--- config.mk ---
export PLATFORM = sky130hd
export DESIGN_NAME = pulse_period_meter_flat
export DESIGN_NICKNAME = d
export VERILOG_FILES = /design/src/hdl/ppm_pkg.sv /design/src/hdl/ppm_ifs.sv /design/src/hdl/ppm_cfg.sv /design/src/hdl/ppm_core.sv /design/src/hdl/pulse_period_meter.sv /design/src/flat_wrapper.sv
export SDC_FILE = /design/constraint.sdc
export NUM_CORES = 1
export LEC_CHECK = 0
export BUFFER_PORTS_ARGS = -buffer_cell sky130_fd_sc_hd__buf_2
export CORE_MARGIN = 4
export CORE_UTILIZATION = 56
export CTS_CLUSTER_DIAMETER = 50
export CTS_CLUSTER_SIZE = 25
export DETAILED_ROUTE_END_ITERATION = 6
export GPL_TIMING_DRIVEN = 0
export PLACE_DENSITY = 0.74
export SYNTH_ARGS = -nofsm -noshare
export SYNTH_HDL_FRONTEND = slang
export SYNTH_SLANG_ARGS = --single-unit
--- constraint.sdc ---
create_clock -name clk -period 9.7 [get_ports clk]
set_input_delay 0 -clock clk [delete_from_list [all_inputs] [get_ports clk]]
set_output_delay 0 -clock clk [all_outputs]
set_load 0.05 [all_outputs]
--- src/hdl/ppm_pkg.sv ---
`default_nettype none
package ppm_pkg;

	localparam int TICK_WIDTH    = 16;
	localparam int HISTORY_DEPTH = 4;
	localparam int STALL_W       = 16;
	localparam int SCALE_W       = 8;
	localparam int PERIOD_W      = 24;
	localparam int CFG_DATA_W    = 16;
	localparam int CFG_ADDR_W    = 1;
	localparam int PROD_W        = TICK_WIDTH + SCALE_W;
	localparam int PROD_EXT_W    = PROD_W + PERIOD_W;

	localparam logic [STALL_W-1:0] STALL_LIMIT_RST  = STALL_W'(2375);
	localparam logic [SCALE_W-1:0] PERIOD_SCALE_RST = SCALE_W'(8);

	// oldest level in bit 0: 0,0,1,1
	localparam logic [HISTORY_DEPTH-1:0] EDGE_PATTERN = 4'b1100;

	typedef enum logic [CFG_ADDR_W-1:0] {
		REG_STALL_LIMIT  = 1'b0,
		REG_PERIOD_SCALE = 1'b1
	} cfg_reg_t;

	typedef struct packed {
		logic [STALL_W-1:0] stall_limit;
		logic [SCALE_W-1:0] period_scale;
	} cfg_t;

	typedef struct packed {
		logic [PERIOD_W-1:0] period;
		logic                pair_done;
		logic                edge_found;
		logic                stalled;
	} res_t;

endpackage
`default_nettype wire

--- src/hdl/ppm_ifs.sv ---
`default_nettype none
interface ppm_sample_if;
	logic valid;
	logic ready;
	logic pin_sample;
	logic speed_zero;

	modport source (output valid, output pin_sample, output speed_zero, input ready);
	modport sink (input valid, input pin_sample, input speed_zero, output ready);
endinterface

interface ppm_result_if;
	logic        valid;
	logic        ready;
	logic [23:0] period;
	logic        pair_done;
	logic        edge_found;
	logic        stalled;

	modport source (output valid, output period, output pair_done, output edge_found,
		output stalled, input ready);
	modport sink (input valid, input period, input pair_done, input edge_found,
		input stalled, output ready);
endinterface
`default_nettype wire

--- src/hdl/ppm_cfg.sv ---
`default_nettype none
module ppm_cfg
	import ppm_pkg::*;
(
	input  wire logic                  clk,
	input  wire logic                  arst_n,
	input  wire logic                  cfg_we,
	input  wire logic [CFG_ADDR_W-1:0] cfg_addr,
	input  wire logic [CFG_DATA_W-1:0] cfg_wdata,
	output cfg_t                       cfg
);

	logic [STALL_W-1:0] stall_limit_q;
	logic [SCALE_W-1:0] period_scale_q;

	always_ff @(posedge clk or negedge arst_n) begin
		if (!arst_n) begin
			stall_limit_q  <= STALL_LIMIT_RST;
			period_scale_q <= PERIOD_SCALE_RST;
		end else if (cfg_we) begin
			case (cfg_reg_t'(cfg_addr))
				REG_STALL_LIMIT: begin
					stall_limit_q <= cfg_wdata[STALL_W-1:0];
				end
				REG_PERIOD_SCALE: begin
					period_scale_q <= cfg_wdata[SCALE_W-1:0];
				end
				default: begin
				end
			endcase
		end
	end

	assign cfg.stall_limit  = stall_limit_q;
	assign cfg.period_scale = period_scale_q;

endmodule
`default_nettype wire

--- src/hdl/ppm_core.sv ---
`default_nettype none
module ppm_core
	import ppm_pkg::*;
(
	input  wire logic clk,
	input  wire logic arst_n,
	input  wire logic step,
	input  wire logic pin,
	input  wire logic spd0,
	input  wire cfg_t cfg,
	output res_t      res
);

	logic                     pair_phase_q;
	logic                     first_q;
	logic [HISTORY_DEPTH-1:0] hist_q;
	logic                     armed_q;
	logic [TICK_WIDTH-1:0]    tick_q;
	logic [STALL_W-1:0]       stall_q;
	logic [PERIOD_W-1:0]      period_q;

	logic                     level;
	logic [HISTORY_DEPTH-1:0] hist_d;
	logic [TICK_WIDTH-1:0]    tick_inc;
	logic [PROD_EXT_W-1:0]    prod_ext;
	logic [PERIOD_W-1:0]      prod_sat;
	logic                     edge_hit;
	logic                     same;
	logic [STALL_W-1:0]       stall_inc;
	logic                     stall_hit;
	logic [PERIOD_W-1:0]      period_d;
	logic [TICK_WIDTH-1:0]    tick_d;
	logic [STALL_W-1:0]       stall_d;

	always_comb begin
		level     = first_q | pin;
		hist_d    = {level, hist_q[HISTORY_DEPTH-1:1]};
		tick_inc  = (armed_q && (tick_q != '1)) ? tick_q + TICK_WIDTH'(1) : tick_q;
		prod_ext  = PROD_EXT_W'(tick_inc) * PROD_EXT_W'(cfg.period_scale);
		prod_sat  = (|prod_ext[PROD_EXT_W-1:PERIOD_W]) ? '1 : prod_ext[PERIOD_W-1:0];
		edge_hit  = (hist_d == EDGE_PATTERN);
		same      = (hist_d == '0) || (hist_d == '1);
		stall_inc = stall_q + STALL_W'(1);
		stall_hit = same && (stall_inc == cfg.stall_limit);

		period_d = period_q;
		if (edge_hit) begin
			period_d = prod_sat;
		end
		if (stall_hit || spd0) begin
			period_d = '0;
		end
		tick_d  = edge_hit ? '0 : tick_inc;
		stall_d = (same && !stall_hit) ? stall_inc : '0;

		if (pair_phase_q) begin
			res.period     = period_d;
			res.pair_done  = 1'b1;
			res.edge_found = edge_hit;
			res.stalled    = stall_hit;
		end else begin
			res.period     = period_q;
			res.pair_done  = 1'b0;
			res.edge_found = 1'b0;
			res.stalled    = 1'b0;
		end
	end

	always_ff @(posedge clk or negedge arst_n) begin
		if (!arst_n) begin
			pair_phase_q <= 1'b0;
			first_q      <= 1'b0;
			hist_q       <= '0;
			armed_q      <= 1'b0;
			tick_q       <= '0;
			stall_q      <= '0;
			period_q     <= '0;
		end else if (step) begin
			pair_phase_q <= !pair_phase_q;
			if (!pair_phase_q) begin
				first_q <= pin;
			end else begin
				first_q  <= 1'b0;
				hist_q   <= hist_d;
				armed_q  <= armed_q | edge_hit;
				tick_q   <= tick_d;
				stall_q  <= stall_d;
				period_q <= period_d;
			end
		end
	end

`ifndef SYNTH
	a_phase_toggles: assert property (@(posedge clk) disable iff (!arst_n)
		step |=> (pair_phase_q != $past(pair_phase_q)))
		else $error("pair phase did not advance");

	a_flags_need_pair: assert property (@(posedge clk) disable iff (!arst_n)
		!res.pair_done |-> (!res.edge_found && !res.stalled))
		else $error("flag raised without a completed pair");

	a_edge_arms: assert property (@(posedge clk) disable iff (!arst_n)
		(step && res.edge_found) |=> (armed_q && (tick_q == '0)))
		else $error("edge did not arm and clear tick count");

	a_stall_clears: assert property (@(posedge clk) disable iff (!arst_n)
		(step && res.stalled) |=> ((period_q == '0) && (stall_q == '0)))
		else $error("stall did not clear period");

	a_first_holds: assert property (@(posedge clk) disable iff (!arst_n)
		(step && !pair_phase_q) |=> $stable(period_q))
		else $error("period changed on first sample of a pair");
`endif

endmodule
`default_nettype wire

--- src/hdl/pulse_period_meter.sv ---
`default_nettype none
// channel  | dir  | payload
// samples  | sink | pin_sample, speed_zero
// results  | src  | period[23:0], pair_done, edge_found, stalled
// One request per cycle unless stalled; the sample is held in s1, its result in out_q.
// The pair/history update is computed combinationally from the input register.
// Reset clears history, arming, counters and period; config resets to 2375 / 8.
// A stalled result register holds and blocks the input register; if full it drops ready.
module pulse_period_meter
	import ppm_pkg::*;
(
	input  wire logic                  clk,
	input  wire logic                  arst_n,
	input  wire logic                  cfg_we,
	input  wire logic [CFG_ADDR_W-1:0] cfg_addr,
	input  wire logic [CFG_DATA_W-1:0] cfg_wdata,
	ppm_sample_if.sink                 samples,
	ppm_result_if.source               results
);

	cfg_t cfg;
	res_t res;

	logic valid_s1;
	logic pin_s1;
	logic spd_s1;
	logic out_valid_q;
	res_t out_q;
	logic adv;
	logic step;

	ppm_cfg u_cfg (
		.clk       (clk),
		.arst_n    (arst_n),
		.cfg_we    (cfg_we),
		.cfg_addr  (cfg_addr),
		.cfg_wdata (cfg_wdata),
		.cfg       (cfg)
	);

	assign adv  = !out_valid_q || results.ready;
	assign step = valid_s1 && adv;
	assign samples.ready = !valid_s1 || adv;

	ppm_core u_core (
		.clk    (clk),
		.arst_n (arst_n),
		.step   (step),
		.pin    (pin_s1),
		.spd0   (spd_s1),
		.cfg    (cfg),
		.res    (res)
	);

	always_ff @(posedge clk or negedge arst_n) begin
		if (!arst_n) begin
			valid_s1    <= 1'b0;
			out_valid_q <= 1'b0;
		end else begin
			if (samples.ready) begin
				valid_s1 <= samples.valid;
			end
			if (adv) begin
				out_valid_q <= valid_s1;
			end
		end
	end

	always_ff @(posedge clk) begin
		if (samples.ready && samples.valid) begin
			pin_s1 <= samples.pin_sample;
			spd_s1 <= samples.speed_zero;
		end
		if (step) begin
			out_q <= res;
		end
	end

	assign results.valid      = out_valid_q;
	assign results.period     = out_q.period;
	assign results.pair_done  = out_q.pair_done;
	assign results.edge_found = out_q.edge_found;
	assign results.stalled    = out_q.stalled;

endmodule
`default_nettype wire
--- src/flat_wrapper.sv ---
// flat-port wrapper written by rule: the top's interface ports become plain ports
module pulse_period_meter_flat import ppm_pkg::*;
  (clk, arst_n, cfg_we, cfg_addr, cfg_wdata, samples_valid, samples_pin_sample, samples_speed_zero, samples_ready, results_valid, results_period, results_pair_done, results_edge_found, results_stalled, results_ready);
  ppm_sample_if samples_i ();
  ppm_result_if results_i ();
  input  wire logic clk;
  input  wire logic arst_n;
  input  wire logic cfg_we;
  input  wire logic [CFG_ADDR_W-1:0] cfg_addr;
  input  wire logic [CFG_DATA_W-1:0] cfg_wdata;
  input wire logic [$bits(samples_i.valid)-1:0] samples_valid;
  input wire logic [$bits(samples_i.pin_sample)-1:0] samples_pin_sample;
  input wire logic [$bits(samples_i.speed_zero)-1:0] samples_speed_zero;
  output wire logic [$bits(samples_i.ready)-1:0] samples_ready;
  output wire logic [$bits(results_i.valid)-1:0] results_valid;
  output wire logic [$bits(results_i.period)-1:0] results_period;
  output wire logic [$bits(results_i.pair_done)-1:0] results_pair_done;
  output wire logic [$bits(results_i.edge_found)-1:0] results_edge_found;
  output wire logic [$bits(results_i.stalled)-1:0] results_stalled;
  input wire logic [$bits(results_i.ready)-1:0] results_ready;
  assign samples_i.valid = samples_valid;
  assign samples_i.pin_sample = samples_pin_sample;
  assign samples_i.speed_zero = samples_speed_zero;
  assign samples_ready = samples_i.ready;
  assign results_valid = results_i.valid;
  assign results_period = results_i.period;
  assign results_pair_done = results_i.pair_done;
  assign results_edge_found = results_i.edge_found;
  assign results_stalled = results_i.stalled;
  assign results_i.ready = results_ready;
  pulse_period_meter u_core (.clk(clk), .arst_n(arst_n), .cfg_we(cfg_we), .cfg_addr(cfg_addr), .cfg_wdata(cfg_wdata), .samples(samples_i), .results(results_i));
endmodule
==> impl_metrics.py <==
metrics = {
    "clock_network": {
        "root_buffer": "clkbuf_16",
        "cts_buffers": 17,
        "cts-resized-gates": 0,
        "holdBufCountCts": 24,
        "cts_buffer_depth": 2,
        "clock_sinks": 117,
        "post_cts_buffers": 0,
        "worstSkewPairLatency_ns": 0.43,
        "ctsHtreeMaxLevel": 4,
        "clk_pin_slew_ns": 0.06,
        "cts_tree": "built",
    },
    "detailed_routing": {
        "postRouteWirelength_mm": 23.6,
        "wl_per_cell_um": 17.5,
        "wl_met2_mm": 11.1,
        "top_layer_used": "met4",
        "via_per_inst": 5.70,
        "antenna_left": 0,
        "drc_errors": 0,
        "drtIter0Drc": 496,
        "dr.pass1.iters": 5,
        "vias": 7698,
        "drt-met1-wl_mm": 10.7,
        "dr_wl_met3_mm": 1.35,
    },
    "yosys": {
        "synth_edf_count": 29,
        "yosys_warnings": 0,
        "synth.most_common_cell": "inv_1",
        "ys_types": 64,
        "avgSynthCellArea_um2": 9.73,
        "netlist_area_mm2": 0.00989,
        "synthTopCellsByCount": "inv_1, nor2b_1, nand2_1, fa_1, dfrtp_1",
        "synth-main-ff-cell": "dfrtp_1",
        "synthTopCellsByArea": "dfrtp_1, fa_1, edfxtp_1",
        "synth_cells": 1017,
        "ys_seq_elements": 117,
        "ys_seq_area_share_pct": 31.2,
        "synth_top_cell_by_area": "dfrtp_1",
        "syn_nets": 1171,
        "yosys.area.top_type_share_pct": 20.5,
        "async_flop_share_pct": 75.2,
    },
    "power_and_ir_drop": {
        "p_comb_share_pct": 48.1,
        "powerDensity_mw_per_mm2": 228,
        "switching_share_pct": 43.0,
        "pwr-share-seq_pct": 26.7,
        "clkPwrFrac_pct": 25.3,
        "p_int_mw": 1.47,
        "power_leakage_nw": 5.20,
        "p_total_mw": 2.57,
        "peakVddDrop_mv": 0.197,
        "switchingPower_mw": 1.11,
    },
    "floorplanning": {
        "start_util_pct": 57.2,
        "die_y_um": 141,
        "core_mm2": 0.0173,
        "die_x_um": 141,
        "ios": 53,
        "die-area_mm2": 0.0199,
        "num_rows": 48,
    },
    "setup_path": {
        "path_max_fanout": 8,
        "worstPathArrival_ns": 8.16,
        "crit_type": "reg -> reg",
        "crit_path_end_kind": "register",
        "startpoint_type": "register",
        "cp.required_ns": 9.98,
    },
    "placement": {
        "gp_congestion": 0.952,
        "portBuffers": 52,
        "dp_slack_ns": 1.81,
        "post_dp_cell_area_mm2": 0.0105,
        "dp_hpwl_mm": 17.5,
    },
    "timing": {
        "fin_crit_sh_pct": 81.2,
        "setup_slack_ns": 1.82,
        "rsz0062_at_grt": "no",
        "slew_violations": 0,
        "setup_viol": 0,
        "fin_skew_ns": 0.0133,
        "worst_pin_slew_ns": 0.985,
        "period_needed_ns": 7.88,
        "finalHoldViolCount": 0,
        "fin_hold_ws_ns": 0.269,
        "relSlewSlack_pct": 32.4,
        "tns_ns": 0,
        "fmax_ghz": 0.127,
    },
    "global_routing": {
        "antenna_found_initial": 0,
        "grt_max_degree": 71,
        "grt_usage_pct": 24.7,
        "grt_pass1_wl_mm": 39.1,
        "grt_pass1_vias": 7614,
        "grt_overflow": 0,
    },
    "layout": {
        "fin_nets": 1267,
        "drive_above_1_share_pct": 12.6,
        "stdcell_area_mm2": 0.0113,
        "area_growth_pct": 14.3,
        "diodes": 0,
    },
    "job": {
        "maxCapViolations": 0,
    },
    "min_path": {
        "min_path_type": "in -> reg",
    },
    "run_status": {
        "status": "finished clean",
    },
}
[through the flow]
step / cells / util [%]
after CTS: 1351 / 65.4
final: 1351 / 65.4
after floorplan: 1017 / -
after global routing: 1351 / 65.4
after detailed placement: 1295 / 60.5
after global placement: 1294 / 60.3
[worst paths after layout]
check                      cells past startpoint                          to                      from  slack, ns
min in group asynchronous                      3   u_core.u_core.period_q[9]                    arst_n       0.53
max in group asynchronous                      4  u_core.u_core.period_q[11]                    arst_n       8.35
setup reg to reg                              22   u_core.results.period[20]  u_core.u_core.tick_q[10]       1.82
hold / removal                                 2               u_core.spd_s1        samples_speed_zero       0.27
hold reg to reg                                1    u_core.u_core.tick_q[14]  u_core.u_core.tick_q[14]       0.50
setup / recovery                              22   u_core.results.period[20]  u_core.u_core.tick_q[10]       1.82
[kinds of logic after synthesis]
group / count (synthesis) / synth area share (%)
XOR/XNOR: 47 / 4.16
AO/OA/AOI/OAI: 191 / 13.7
adder cells (fa/ha/maj): 130 / 22.8
buffers and inverters: 165 / 6.62
flip-flops: 117 / 31.2
multiplexers: 34 / 3.76
AND/OR/NAND/NOR: 333 / 17.8
[routing by layer]
layer,track usage [%],vias to the layer above
met3,4.14,38
li1,-,3631
met2,40.3,247
met1,34.2,3782
met5,0,-
met4,7.50,0
[sequential cells by signal, summed over array words and instances, names as in the netlist, 3 cells and up]
register and count:
u_core.u_core.tick_q 16, u_core.u_core.hist_q 3, u_core.results.period 24, u_core.u_cfg.stall_limit_q 16, u_core.u_core.period_q 24, u_core.u_cfg.period_scale_q 8
u_core.u_core.stall_q 16
[power groups by stage]
stage,Sequential (mW),Combinational (mW),Clock (mW)
after floorplan,0.742,0.853,0
after global placement,0.686,1.19,0
after detailed placement,0.689,1.21,0
after CTS,0.684,1.24,0.653
after global routing,0.697,1.39,0.677
final,0.686,1.24,0.650
[final cells by class]
cell class | instances | area [um^2]
Multi-Input combinational cell | 735 | 6150
Inverter | 122 | 458
Clock buffer | 18 | 439
Tap cell | 225 | 282
Timing Repair Buffer | 77 | 531
Fill cell | 1371 | 5990
Buffer | 43 | 196
Clock inverter | 14 | 168
Sequential cell | 117 | 3080
[critical path: stages (launching register included)]
cell	delay, ns
dfrtp_1	0.33
clkbuf_1	0.24
nand3_1	0.18
nor4_1	0.53
a311oi_1	0.39
and3_1	0.33
and3_1	0.23
xnor2_1	0.65
nor2b_1	0.16
fa_1	0.51
fa_1	0.52
fa_1	0.54
inv_1	0.05
fa_1	0.52
inv_1	0.04
ha_1	0.36
and3_1	0.24
and3_1	0.19
a211oi_1	0.37
o21ai_0	0.32
or4b_2	0.67
nand4b_1	0.15
a22o_1	0.20
[placed cells by master (no fill, tap or decap), drive strengths merged, types with 4 or more instances in the layout]
cell / count
o21bai: 4
dfstp: 7
a211oi: 6
ha: 46
buf: 72
clkinv: 4
inv: 128
o21ai: 45
xnor2: 31
nor4: 8
nand4: 7
nand3: 25
nor3: 15
nand2b: 13
mux2: 25
nand2: 91
o31ai: 7
and3: 10
fa: 84
or3: 5
edfxtp: 29
and2: 24
dfrtp: 81
a21o: 16
a32o: 4
o21a: 5
mux2i: 9
dlygate4sd3: 24
xor2: 16
clkbuf: 42
o211ai: 5
nor2: 32
a22o: 42
nor2b: 93
a31oi: 5
a21oi: 29
No activity file was read; power rests on OpenSTA's default activity.
